### src/design/crsst_pkg.sv
// Package for the clip rectangle stack span tracker.
// Holds command and result codes, word types and the control state type.
// Depends on nothing.
`timescale 1ns / 1ps

package crsst_pkg;

	localparam logic [2:0] CMD_PUSH_ROOT = 3'd0;
	localparam logic [2:0] CMD_PUSH      = 3'd1;
	localparam logic [2:0] CMD_PUSH_ISECT = 3'd2;
	localparam logic [2:0] CMD_POP       = 3'd3;
	localparam logic [2:0] CMD_CULL_RECT = 3'd4;
	localparam logic [2:0] CMD_CULL_CIRC = 3'd5;
	localparam logic [2:0] CMD_CLEAR     = 3'd6;

	localparam logic [2:0] KIND_CLIP_ADD  = 3'd0;
	localparam logic [2:0] KIND_OPQ_NEW   = 3'd1;
	localparam logic [2:0] KIND_OPQ_EXT   = 3'd2;
	localparam logic [2:0] KIND_ALP_NEW   = 3'd3;
	localparam logic [2:0] KIND_ALP_EXT   = 3'd4;
	localparam logic [2:0] KIND_POPPED    = 3'd5;
	localparam logic [2:0] KIND_CULL      = 3'd6;
	localparam logic [2:0] KIND_ERROR     = 3'd7;

	localparam int MaxResults = 4;

	typedef struct packed {
		logic [14:0]        h;
		logic [14:0]        w;
		logic signed [15:0] y;
		logic signed [15:0] x;
	} rect_t;

	typedef struct packed {
		logic [2:0]         cmd;
		logic signed [15:0] rect_x;
		logic signed [15:0] rect_y;
		logic [14:0]        rect_w;
		logic [14:0]        rect_h;
		logic [23:0]        opaque_count;
		logic [23:0]        alpha_count;
	} req_word_t;

	typedef struct packed {
		logic [2:0]         kind;
		logic [23:0]        first_index;
		logic [23:0]        end_index;
		logic [11:0]        clip_index;
		logic signed [15:0] out_x;
		logic signed [15:0] out_y;
		logic [14:0]        out_w;
		logic [14:0]        out_h;
		logic               culled;
		logic               last;
	} rsp_word_t;

	typedef struct packed {
		logic push;
		logic pop;
	} stack_ctl_t;

	typedef enum logic [1:0] {
		ST_IDLE,
		ST_CALC,
		ST_EMIT
	} state_t;

endpackage

### src/design/clip_rect_stack_span_tracker.sv
// Top level of the clip rectangle stack span tracker.
// Uses crsst_pkg for types and codes and crsst_cell for the stack cells.
`timescale 1ns / 1ps

//  channel | direction | handshake           | word
//  --------+-----------+---------------------+------------
//  req     | in        | req_valid/req_stall | req_word_t
//  rsp     | out       | rsp_valid/rsp_stall | rsp_word_t
//
// A command word is taken while idle, evaluated in the next cycle, and then its
// zero to four result words leave one per cycle from the result registers
// whenever rsp_stall is low, in the order in which they were packed.
// The stack is a row of cells that shift down on a push and up on a pop; the
// top rectangle always sits in the first cell.
// Reset clears the stack level, the clip table count and both span marks.
// A stall on the result side holds the current word; no new command is taken
// until the last word of the current one has been accepted.

module clip_rect_stack_span_tracker #(
	parameter int STACK_DEPTH  = 16,
	parameter int CLIP_ENTRIES = 4096,
	parameter int INDEX_BITS   = 24
) (
	input  logic                  clk,
	input  logic                  arst_n,
	input  logic                  req_valid,
	output logic                  req_stall,
	input  crsst_pkg::req_word_t  req_word,
	output logic                  rsp_valid,
	input  logic                  rsp_stall,
	output crsst_pkg::rsp_word_t  rsp_word
);

	localparam int LvlW = $clog2(STACK_DEPTH + 1);
	localparam int CntW = $clog2(CLIP_ENTRIES + 1);
	// Counts are taken modulo 2^INDEX_BITS; at 24 bits or more nothing is lost.
	localparam logic [23:0] IdxMask =
		(INDEX_BITS >= 24) ? 24'hFFFFFF : 24'((64'd1 << INDEX_BITS) - 64'd1);

	crsst_pkg::state_t    state_q, state_d;
	crsst_pkg::req_word_t req_s1;

	logic [LvlW-1:0]      level_q;
	crsst_pkg::rect_t     last_clip_q;
	logic [CntW-1:0]      clip_cnt_q;
	logic [23:0]          opq_end_q, alp_end_q;
	logic [CntW-1:0]      opq_clip_q, alp_clip_q;
	logic                 opq_valid_q, alp_valid_q;

	crsst_pkg::rsp_word_t res_q [crsst_pkg::MaxResults];
	logic [2:0]           res_cnt_q;
	logic [1:0]           ptr_q;

	// Stack cells; cell zero is the top of the stack.
	crsst_pkg::stack_ctl_t ctl;
	crsst_pkg::rect_t      cell_entry [STACK_DEPTH];
	crsst_pkg::rect_t      new_rect;
	crsst_pkg::rect_t      top;

	for (genvar i = 0; i < STACK_DEPTH; i++) begin : g_cell
		crsst_cell u_cell (
			.clk        (clk),
			.ctl        (ctl),
			.from_above ((i == 0) ? new_rect : cell_entry[(i == 0) ? 0 : i - 1]),
			.from_below ((i == STACK_DEPTH - 1) ? cell_entry[i]
				: cell_entry[(i == STACK_DEPTH - 1) ? i : i + 1]),
			.entry      (cell_entry[i])
		);
	end

	assign top = cell_entry[0];

	// Evaluation of the registered command.
	logic                 calc;
	logic signed [17:0]   px0, py0, px1, py1, rx0, ry0, rx1, ry1;
	logic signed [17:0]   ix0, iy0, ix1, iy1, cx_lo, cy_lo;
	logic [23:0]          oc, ac, om, am, oe, ae;
	logic                 root, to, ta, any_span, span_err, add, opq_ext, alp_ext;
	logic                 is_push, push_ok, pop_ok, culled;
	logic [CntW-1:0]      idx;
	crsst_pkg::rsp_word_t res_d [crsst_pkg::MaxResults];
	logic [2:0]           n_d;

	assign calc = (state_q == crsst_pkg::ST_CALC);

	always_comb begin
		px0 = 18'(top.x);
		py0 = 18'(top.y);
		px1 = 18'(top.x) + 18'({1'b0, top.w});
		py1 = 18'(top.y) + 18'({1'b0, top.h});
		rx0 = 18'(req_s1.rect_x);
		ry0 = 18'(req_s1.rect_y);
		rx1 = 18'(req_s1.rect_x) + 18'({1'b0, req_s1.rect_w});
		ry1 = 18'(req_s1.rect_y) + 18'({1'b0, req_s1.rect_h});
		// The circle's lower bounds use the radius in place of the height.
		cx_lo = 18'(req_s1.rect_x) - 18'({1'b0, req_s1.rect_w});
		cy_lo = 18'(req_s1.rect_y) - 18'({1'b0, req_s1.rect_w});
		ix0 = (px0 > rx0) ? px0 : rx0;
		iy0 = (py0 > ry0) ? py0 : ry0;
		ix1 = (px1 < rx1) ? px1 : rx1;
		iy1 = (py1 < ry1) ? py1 : ry1;

		new_rect.x = req_s1.rect_x;
		new_rect.y = req_s1.rect_y;
		new_rect.w = req_s1.rect_w;
		new_rect.h = req_s1.rect_h;
		if (req_s1.cmd == crsst_pkg::CMD_PUSH_ISECT && level_q != '0) begin
			if (ix0 > ix1 || iy0 > iy1) begin
				new_rect = '0;
			end else begin
				new_rect.x = ix0[15:0];
				new_rect.y = iy0[15:0];
				new_rect.w = 15'(ix1 - ix0);
				new_rect.h = 15'(iy1 - iy0);
			end
		end

		culled = 1'b0;
		if (level_q != '0) begin
			if (req_s1.cmd == crsst_pkg::CMD_CULL_RECT) begin
				culled = (rx1 < px0) || (ry1 < py0) || (px1 < rx0) || (py1 < ry0);
			end else begin
				culled = (rx1 <= px0) || (cx_lo > px1) || (rx1 - rx0 + ry0 <= py0)
					|| (cy_lo > py1);
			end
		end

		// Span closing.
		oc = req_s1.opaque_count & IdxMask;
		ac = req_s1.alpha_count & IdxMask;
		om = opq_valid_q ? opq_end_q : 24'd0;
		am = alp_valid_q ? alp_end_q : 24'd0;
		root = (req_s1.cmd == crsst_pkg::CMD_PUSH_ROOT);
		if (root) begin
			to = (oc != 24'd0) || (ac != 24'd0);
			ta = to;
		end else begin
			to = oc > om;
			ta = ac > am;
		end
		any_span = to || ta;
		add = (clip_cnt_q == '0) || (last_clip_q != top);
		span_err = any_span && ((level_q == '0)
			|| (add && clip_cnt_q >= CntW'(CLIP_ENTRIES)));
		idx = add ? clip_cnt_q : clip_cnt_q - CntW'(1);
		oe = (root && oc < om) ? om : oc;
		ae = (root && ac < am) ? am : ac;
		opq_ext = !root && opq_valid_q && (opq_clip_q == idx);
		alp_ext = !root && alp_valid_q && (alp_clip_q == idx);

		is_push = (req_s1.cmd == crsst_pkg::CMD_PUSH_ROOT)
			|| (req_s1.cmd == crsst_pkg::CMD_PUSH)
			|| (req_s1.cmd == crsst_pkg::CMD_PUSH_ISECT);
		push_ok = is_push && (level_q < LvlW'(STACK_DEPTH)) && !span_err;
		pop_ok = (req_s1.cmd == crsst_pkg::CMD_POP) && (level_q != '0) && !span_err;

		// Result words in their fixed order, packed from slot zero.
		for (int k = 0; k < crsst_pkg::MaxResults; k++) begin
			res_d[k] = '0;
		end
		n_d = 3'd0;
		if (push_ok || pop_ok) begin
			if (any_span && add) begin
				res_d[n_d[1:0]].kind = crsst_pkg::KIND_CLIP_ADD;
				res_d[n_d[1:0]].clip_index = 12'(idx);
				res_d[n_d[1:0]].out_x = top.x;
				res_d[n_d[1:0]].out_y = top.y;
				res_d[n_d[1:0]].out_w = top.w;
				res_d[n_d[1:0]].out_h = top.h;
				n_d = n_d + 3'd1;
			end
			if (to) begin
				res_d[n_d[1:0]].kind = opq_ext ? crsst_pkg::KIND_OPQ_EXT
					: crsst_pkg::KIND_OPQ_NEW;
				res_d[n_d[1:0]].first_index = om;
				res_d[n_d[1:0]].end_index = oe;
				res_d[n_d[1:0]].clip_index = 12'(idx);
				n_d = n_d + 3'd1;
			end
			if (ta) begin
				res_d[n_d[1:0]].kind = alp_ext ? crsst_pkg::KIND_ALP_EXT
					: crsst_pkg::KIND_ALP_NEW;
				res_d[n_d[1:0]].first_index = am;
				res_d[n_d[1:0]].end_index = ae;
				res_d[n_d[1:0]].clip_index = 12'(idx);
				n_d = n_d + 3'd1;
			end
			if (pop_ok) begin
				res_d[n_d[1:0]].kind = crsst_pkg::KIND_POPPED;
				res_d[n_d[1:0]].out_x = top.x;
				res_d[n_d[1:0]].out_y = top.y;
				res_d[n_d[1:0]].out_w = top.w;
				res_d[n_d[1:0]].out_h = top.h;
				n_d = n_d + 3'd1;
			end
		end else if (req_s1.cmd == crsst_pkg::CMD_CULL_RECT
			|| req_s1.cmd == crsst_pkg::CMD_CULL_CIRC) begin
			res_d[0].kind = crsst_pkg::KIND_CULL;
			res_d[0].culled = culled;
			n_d = 3'd1;
		end else if (req_s1.cmd != crsst_pkg::CMD_CLEAR) begin
			res_d[0].kind = crsst_pkg::KIND_ERROR;
			n_d = 3'd1;
		end
		if (n_d != 3'd0) begin
			res_d[2'(n_d - 3'd1)].last = 1'b1;
		end

		ctl.push = calc && push_ok;
		ctl.pop = calc && pop_ok;
	end

	// Control sequencer.
	always_comb begin
		state_d = state_q;
		case (state_q)
			crsst_pkg::ST_IDLE: begin
				if (req_valid) begin
					state_d = crsst_pkg::ST_CALC;
				end
			end
			crsst_pkg::ST_CALC: begin
				state_d = (n_d == 3'd0) ? crsst_pkg::ST_IDLE : crsst_pkg::ST_EMIT;
			end
			crsst_pkg::ST_EMIT: begin
				if (!rsp_stall && (3'(ptr_q) + 3'd1 == res_cnt_q)) begin
					state_d = crsst_pkg::ST_IDLE;
				end
			end
			default: state_d = crsst_pkg::ST_IDLE;
		endcase
	end

	always_ff @(posedge clk or negedge arst_n) begin
		if (!arst_n) begin
			state_q <= crsst_pkg::ST_IDLE;
		end else begin
			state_q <= state_d;
		end
	end

	always_ff @(posedge clk) begin
		if (state_q == crsst_pkg::ST_IDLE && req_valid) begin
			req_s1 <= req_word;
		end
		if (calc) begin
			for (int k = 0; k < crsst_pkg::MaxResults; k++) begin
				res_q[k] <= res_d[k];
			end
		end
	end

	// Block state and the result pointer.
	always_ff @(posedge clk or negedge arst_n) begin
		if (!arst_n) begin
			level_q <= '0;
			last_clip_q <= '0;
			clip_cnt_q <= '0;
			opq_end_q <= '0;
			alp_end_q <= '0;
			opq_clip_q <= '0;
			alp_clip_q <= '0;
			opq_valid_q <= 1'b0;
			alp_valid_q <= 1'b0;
			res_cnt_q <= '0;
			ptr_q <= '0;
		end else if (calc) begin
			res_cnt_q <= n_d;
			ptr_q <= '0;
			if (req_s1.cmd == crsst_pkg::CMD_CLEAR) begin
				level_q <= '0;
				last_clip_q <= '0;
				clip_cnt_q <= '0;
				opq_end_q <= '0;
				alp_end_q <= '0;
				opq_clip_q <= '0;
				alp_clip_q <= '0;
				opq_valid_q <= 1'b0;
				alp_valid_q <= 1'b0;
			end else if (push_ok || pop_ok) begin
				level_q <= push_ok ? level_q + LvlW'(1) : level_q - LvlW'(1);
				if (any_span && add) begin
					clip_cnt_q <= clip_cnt_q + CntW'(1);
					last_clip_q <= top;
				end
				if (to) begin
					opq_end_q <= oe;
					opq_clip_q <= idx;
					opq_valid_q <= 1'b1;
				end
				if (ta) begin
					alp_end_q <= ae;
					alp_clip_q <= idx;
					alp_valid_q <= 1'b1;
				end
			end
		end else if (state_q == crsst_pkg::ST_EMIT && !rsp_stall) begin
			ptr_q <= ptr_q + 2'd1;
		end
	end

	assign req_stall = (state_q != crsst_pkg::ST_IDLE);
	assign rsp_valid = (state_q == crsst_pkg::ST_EMIT);
	assign rsp_word = res_q[ptr_q];

`ifndef SYNTH
	a_level_range: assert property (@(posedge clk) disable iff (!arst_n)
		level_q <= LvlW'(STACK_DEPTH))
		else $error("stack level beyond depth");
	a_accept_calc: assert property (@(posedge clk) disable iff (!arst_n)
		req_valid && !req_stall |=> state_q == crsst_pkg::ST_CALC)
		else $error("accepted command not evaluated");
	a_last_ends: assert property (@(posedge clk) disable iff (!arst_n)
		rsp_valid && !rsp_stall && rsp_word.last |=> !rsp_valid)
		else $error("word after last result");
	a_more_follow: assert property (@(posedge clk) disable iff (!arst_n)
		rsp_valid && !rsp_stall && !rsp_word.last |=> rsp_valid)
		else $error("result sequence ended without last");
	a_error_last: assert property (@(posedge clk) disable iff (!arst_n)
		rsp_valid && rsp_word.kind == crsst_pkg::KIND_ERROR |-> rsp_word.last)
		else $error("error result not final");
`endif

endmodule

### src/design/crsst_cell.sv
// One cell of the clip rectangle stack: holds one rectangle.
// Depends on crsst_pkg for the rectangle and control types.
`timescale 1ns / 1ps

module crsst_cell (
	input  logic                  clk,
	input  crsst_pkg::stack_ctl_t ctl,
	input  crsst_pkg::rect_t      from_above,
	input  crsst_pkg::rect_t      from_below,
	output crsst_pkg::rect_t      entry
);

	crsst_pkg::rect_t entry_q;

	// A push moves every entry one place deeper, a pop one place up.
	always_ff @(posedge clk) begin
		if (ctl.push) begin
			entry_q <= from_above;
		end else if (ctl.pop) begin
			entry_q <= from_below;
		end
	end

	assign entry = entry_q;

endmodule

### config.mk
export PLATFORM = sky130hd
export DESIGN_NAME = clip_rect_stack_span_tracker
export DESIGN_NICKNAME = d
export VERILOG_FILES = /design/src/design/crsst_pkg.sv /design/src/design/clip_rect_stack_span_tracker.sv /design/src/design/crsst_cell.sv
export SDC_FILE = /design/constraint.sdc
export NUM_CORES = 2
export LEC_CHECK = 0
export BUFFER_PORTS_ARGS = -buffer_cell sky130_fd_sc_hd__buf_2
export CORE_ASPECT_RATIO = 1.4
export CORE_UTILIZATION = 45
export DETAILED_ROUTE_END_ITERATION = 8
export PLACE_DENSITY = 0.71
export SLEW_MARGIN = 10
export SYNTH_ARGS = -nofsm -noshare
export SYNTH_HDL_FRONTEND = slang
export SYNTH_SLANG_ARGS = --single-unit
### constraint.sdc
create_clock -name clk -period 54.6 [get_ports clk]
set_input_delay 0 -clock clk [delete_from_list [all_inputs] [get_ports clk]]
set_output_delay 0 -clock clk [all_outputs]
set_load 0.02 [all_outputs]
### Yosys cells after proc, flatten, opt, wreduce, memory -nomap -nowiden

Memories as Yosys holds them, arrays and structs flattened.
Index checks and enable logic that the tools add are counted.

* add/sub/neg operators: 20
* order comparisons: 28
* equal/unequal tests: 15
* muxes and demuxes: 150
* bitwise operators: 4
* reductions and logical operators: 62

Operators by type and width (number)
* $bwmux 508: 14
* $demux 127 s2: 14
* $mux 508: 6
* $mux 62: 35
* $mux 382: 1
* $mux 127: 3
* $mux 124: 2
* $mux 24: 10
* $mux 100: 2
* $mux 76: 2
* $mux 74: 2
* $mux 13: 10
* $mux 122: 1
* $mux 18: 4
* $add 16x16->17: 4
* $lt 17x16->1: 4
* $mux 64: 1
* $ne 62x62->1: 1
* $gt 24x24->1: 2
* $lt 24x24->1: 2
* $mux 48: 1
* $reduce_bool 24->1: 2
* $gt 18x18->1: 2
* $mux 3: 12
* 50 further kinds: 142

* register bits: 1268
* memory bits (writable): 508
* bits of input ports: 117
* output and inout bits: 129
* word-level logic and storage cells: 366
* memories: 1

Memories
* res_q: depth 4, width 127, rd ports 1, clocked after memory_dff 0, wr ports 4, line clip_rect_stack_span_tracker.sv:50 `crsst_pkg::rsp_word_t res_q [crsst_pkg::MaxResults];`

### Longest topological paths before layout

* depth in word-level cells: 35
* gate-level depth with buffers: 36
* mapped depth without buffers: 34

### Cells and area by module

A second synthesis with hierarchy kept.

* cell total of the unflattened synthesis: 6629
* area total of the unflattened synthesis: 95799.4 um2

Modules (own cells, without submodules)
* clip_rect_stack_span_tracker: instances 1, cells each 4517, area an instance 49094.6 um2, sequential area each 22636.7 um2
* crsst_cell: instances 16, cells each 132, area an instance 2919.0 um2, sequential area each 1861.8 um2

### Worst setup path after synthesis

No wires, ideal clock.

* path kind: reg-to-reg
* start point: reg alp_valid_q
* end point: reg level_q[0]
* library setup time: 180 ps
* arrival time: 41546 ps
* data required time: 54420 ps
* slack: 12874 ps
* stages on the path, launching flop included: 14
* buffers on the path: 1
* period minus slack after synthesis: 41726 ps
* cells stage by stage: dfrtp_1 > clkbuf_1 > and2_1 > inv_1 > ha_1 > a21o_1 > a221o_1 > a221oi_1 > o32ai_1 > o21ai_2 > a211oi_4 > nor3_2 > nor2_1 > mux2_2

* word-level cells in the longest chain between the ends: 10
* elaborated cells between the ends (all ways): 14
* classes of those cells: 1 x order compare; 5 x mux; 8 x reduce/logical

RTL lines
* start, declared: line clip_rect_stack_span_tracker.sv:48 `logic opq_valid_q, alp_valid_q;`
* start signal, assigned: line clip_rect_stack_span_tracker.sv:264 `alp_valid_q <= 1'b0;`
* start signal, assigned: line clip_rect_stack_span_tracker.sv:279 `alp_valid_q <= 1'b0;`
* start signal, assigned: line clip_rect_stack_span_tracker.sv:294 `alp_valid_q <= 1'b1;`
* $mux 24 (*): line clip_rect_stack_span_tracker.sv:132 `am = alp_valid_q ? alp_end_q : 24'd0;`
* $gt 24x24->1 (*): line clip_rect_stack_span_tracker.sv:139 `ta = ac > am;`
* $mux 1 (*): line clip_rect_stack_span_tracker.sv:134 `if (root) begin`
* $logic_or 1x1->1 (*): line clip_rect_stack_span_tracker.sv:141 `any_span = to || ta;`
* $logic_and 1x1->1 (*): line clip_rect_stack_span_tracker.sv:143 `span_err = any_span && ((level_q == '0)`
* $logic_not 1->1 (*): line clip_rect_stack_span_tracker.sv:154, clip_rect_stack_span_tracker.sv:155
* $logic_and 1x1->1 (on tied branches): line clip_rect_stack_span_tracker.sv:154, clip_rect_stack_span_tracker.sv:155
* $mux 5 / $logic_or 1x1->1 (equally long branches): line clip_rect_stack_span_tracker.sv:281, clip_rect_stack_span_tracker.sv:280
* $mux 5 / $reduce_bool 2->1 (equally long branches)
* $mux 5 / $reduce_and 2->1 (equally long branches)
* end signal, assigned: line clip_rect_stack_span_tracker.sv:281 `level_q <= push_ok ? level_q + LvlW'(1) : level_q - LvlW'(1);`
* end, declared: line clip_rect_stack_span_tracker.sv:43 `logic [LvlW-1:0] level_q;`

Mark *: on every way between the ends. The rest lies on a longest branch, timed or not. The select of a mux whose other input is x is not followed.
A chain may end at the register's enable or synchronous reset.

### Final worst setup path

* start point: reg req_s1[64] (netlist bit)
* end point: reg g_cell[0].u_cell.entry_q, in the netlist g_cell[0].u_cell.entry[8] (data pin)

* word-level cells in the longest chain between the ends: 8

RTL lines
* start, declared: line clip_rect_stack_span_tracker.sv:41 `crsst_pkg::req_word_t req_s1;`
* start signal, assigned: line clip_rect_stack_span_tracker.sv:244 `req_s1 <= req_word;`
* $add 16x16->17 (*): line clip_rect_stack_span_tracker.sv:93 `rx1 = 18'(req_s1.rect_x) + 18'({1'b0, req_s1.rect_w});`
* $lt 17x17->1: line clip_rect_stack_span_tracker.sv:100 `ix1 = (px1 < rx1) ? px1 : rx1;`
* $mux 18 (*): line clip_rect_stack_span_tracker.sv:100
* $gt 18x18->1 (*): line clip_rect_stack_span_tracker.sv:108 `if (ix0 > ix1 || iy0 > iy1) begin`
* $logic_or 1x1->1 (*): line clip_rect_stack_span_tracker.sv:108
* $mux 62 (*): line clip_rect_stack_span_tracker.sv:108
* $mux 62 (*): line clip_rect_stack_span_tracker.sv:107 `if (req_s1.cmd == crsst_pkg::CMD_PUSH_ISECT && level_q != '0) begin`
* $mux 62 (*): line crsst_cell.sv:17 `if (ctl.push) begin`
* end signal, assigned: line crsst_cell.sv:18 `entry_q <= from_above;`
* end signal, assigned: line crsst_cell.sv:20 `entry_q <= from_below;`
* end, declared: line crsst_cell.sv:13 `crsst_pkg::rect_t entry_q;`

Mark *: on every way between the ends. The rest lies on a longest branch, timed or not.

==> results_dict.tcl <==
set metrics [dict create \
    finalPower_mw 5.12 \
    cp.required_ps 55220 \
    syn_area_um2 90600 \
    die_w_um 381 \
    rsz0062_at_grt "false" \
    routed_via_density 5.80 \
    num_rows 194 \
    cellLeakagePower_nw 33.3 \
    gp_congestion 0.970 \
    hold_violations 0 \
    die_y_um 533 \
    finalSetupViolCount 0 \
    cap_violations 0 \
    cts_made_buffers 176 \
    yosys_warnings 0 \
    slowest_stage "nor2_4" \
    initial_core_util_pct 45.3 \
    syn_area_per_cell_um2 13.4 \
    via_count 57749 \
    cts_max_level 4 \
    num_io_pins 246 \
    synth-edff-count 1610 \
    ys_ff_latch 1773 \
    clockRootBuffer "clkbuf_16" \
    grt_max_degree 221 \
    synth.largest_area_cell "edfxtp_1" \
    slew_viol_final 0 \
    hold_path_class "in -> reg" \
    grt_pass1_wl_mm 368 \
    drive_gt1_share_pct 14.2 \
    critPathLaunchType "register" \
    cts_tree "done" \
    die_area_um2 203000 \
    ys.flop_type "edfxtp_1" \
    fp.coreArea_um2 200000 \
    cts_buffer_depth 4 \
    wl_per_cell_um 24.9 \
    syn_inst 6771 \
    arrival_ps 10060 \
    cts.clk_slew.worst_paths_ps 70 \
    yosysSeqAreaShare_pct 57.9 \
    syn2layout_area_growth_pct 13.0 \
    place_hpwl_mm 173 \
    postRouteAntennaNets 0 \
    max_stage_delay_ps 800 \
    status "completed" \
    fin_setup_tns_ps 0 \
    worst_slack_ps 45160 \
    tightest_slew_ps 1260 \
    worst-path-max-fanout 30 \
    io_buffers 245 \
    synth_top_cell_area_share_pct 53.4 \
    grt_antenna_before_repair 25 \
    first_pass_iters 6 \
    overflow 0 \
    final_cell_mix "1610 x edfxtp_1, 642 x mux2_1, 588 x nor2_1" \
    post-route-period-util_pct 17.3 \
    crit_family "compound AO/OA/AOI/OAI gates" \
    async_flop_share_pct 9.19 \
    pre_cts_slack_ps 45240 \
    crit_buf_inv 4 \
    grt_pass1_vias 58192 \
    finClkSkew_ps 95.6 \
    cts_sinks 1773 \
    drt_wl_total_mm 248 \
    synth_area_leaders "edfxtp_1 53%, mux2_1 8.0%, ha_1 5.6%, dfrtp_1 4.5%, mux4_2 3.1%" \
    postCtsSetupBuffers 0 \
    clk_latency_ps 860 \
    ctsResizeCount 0 \
    power.density_nw_per_um2 50.0 \
    post-route-min-period_ps 9440 \
    drt_iter0_drc 5498 \
    slew_headroom_pct 16.3 \
    track_usage_pct 24.0 \
    clock.fmax_ghz 0.106 \
    final_common_cell "edfxtp_1" \
    yosysUniqueCellTypes 97 \
    path_class "reg -> reg" \
    ir_worst_vdd_mv 0.0452 \
    worstSetupEndpointType "register" \
    synthesis.nets 7319 \
    remaining_drc_errors 0 \
    final_nets 7715 \
]
[synth_stat cells (all sizes together) (33+ instances only)]
| master | n |
|---|---|
| nand4 | 57 |
| mux2i | 112 |
| nand3 | 135 |
| mux4 | 126 |
| o31ai | 36 |
| nor4 | 60 |
| mux2 | 879 |
| xnor2 | 101 |
| dfrtp | 163 |
| xor2 | 120 |
| nor3 | 104 |
| edfxtp | 1610 |
| ha | 407 |
| and2 | 126 |
| and3 | 90 |
| clkbuf | 181 |
| a21o | 100 |
| nor2b | 42 |
| a31oi | 67 |
| a211oi | 35 |
| o21ai | 265 |
| a22oi | 50 |
| nor2 | 592 |
| buf | 184 |
| nand2 | 277 |
| inv | 298 |
| o21a | 33 |
| a21oi | 207 |
[report_power, final]
part	switching [mW]	internal (mW)	total [mW]
combinational	1.33	0.734	2.06
sequential	0.115	1.72	1.83
clock	0.528	0.700	1.23
total	1.97	3.15	5.12
[sequential cells by signal (all words and copies together) (netlist names)]
name and flops:
g_cell.u_cell.entry 992, oc 24, res_cnt_q 3, ptr_q 2, req_s1 65, res_q 505, level_q 5, alp_clip_q 13
clip_cnt_q 13, last_clip_q 62, state_q 2, alp_end_q 24, opq_clip_q 13, alp_valid_q 1, opq_end_q 24, opq_valid_q 1
ac 24
[worst register-to-register path: cells and delay by family (launching register included)]
kind                       cells  cell delay, ps
adders and majority gates      3             970
DFF                            1             420
muxes                          1             390
AOI/OAI and AO/OA             15            4270
xor gates and xnor gates       1             340
and+or+nand+nor                6            1740
buffers and inverters          4            1140
[per-stage QoR]
step	instance area [µm²]	hold WS (ps)	instances	util, %
4_1_cts	102000	2.79	9947	51.2
5_1_grt	102000	6.08	9951	51.2
3_5_place_dp	94400	1.81	9413	47.3
6_report	102000	42.2	9954	51.2
2_1_floorplan	90600	-296	6771	-
3_3_place_gp	94400	-8.81	9413	47.3
[layer usage]
layer / vias up / global-route usage, % / part of all wire [%]
met5: - / 0 / 0.030
met4: 12 / 12.5 / 5.8
met3: 622 / 3.45 / 6.3
met2: 2164 / 41.1 / 50
met1: 28809 / 29.2 / 38
li1: 26142 / - / -
[final cells by class]
type	count	area, µm²
clock buffers	226	4690
repair buffers	583	4380
flip-flops and latches	1773	52400
multi-input cells	4334	35400
fillers	16723	97400
clock inverters	86	1000
inverters	299	1130
diodes	7	17.5
well taps	2646	3310
[what timing repair did]
| action | in CTS | in global routing |
|---|---|---|
| hold buffers | 222 | 0 |
| hold endpoints to repair | 291 | 0 |
| setup endpoints to repair | 0 | 0 |
[logic make-up after synthesis]
group                      share of synthesized area [%]
xor gates and xnor gates                            2.17
DFF                                                 57.9
adders and majority gates                           6.19
muxes                                               15.3
buffers and inverters                               3.15
and+or+nand+nor                                     8.55
AOI/OAI and AO/OA                                   6.78
[final timing paths]
path | startpoint | endpoint | slack [ps] | depth (start not counted)
max | req_s1[64] | g_cell[0].u_cell.entry[8] | 45160 | 30
max in group asynchronous | arst_n | last_clip_q[20] | 53410 | 4
min | req_word[79] | req_s1[79] | 40 | 2
max reg2reg | req_s1[64] | g_cell[0].u_cell.entry[8] | 45160 | 30
min in group asynchronous | arst_n | alp_end_q[2] | 270 | 4
min reg2reg | g_cell[14].u_cell.entry[3] | g_cell[15].u_cell.entry[3] | 440 | 0
Note: power is estimated with default switching activity, not from simulation.
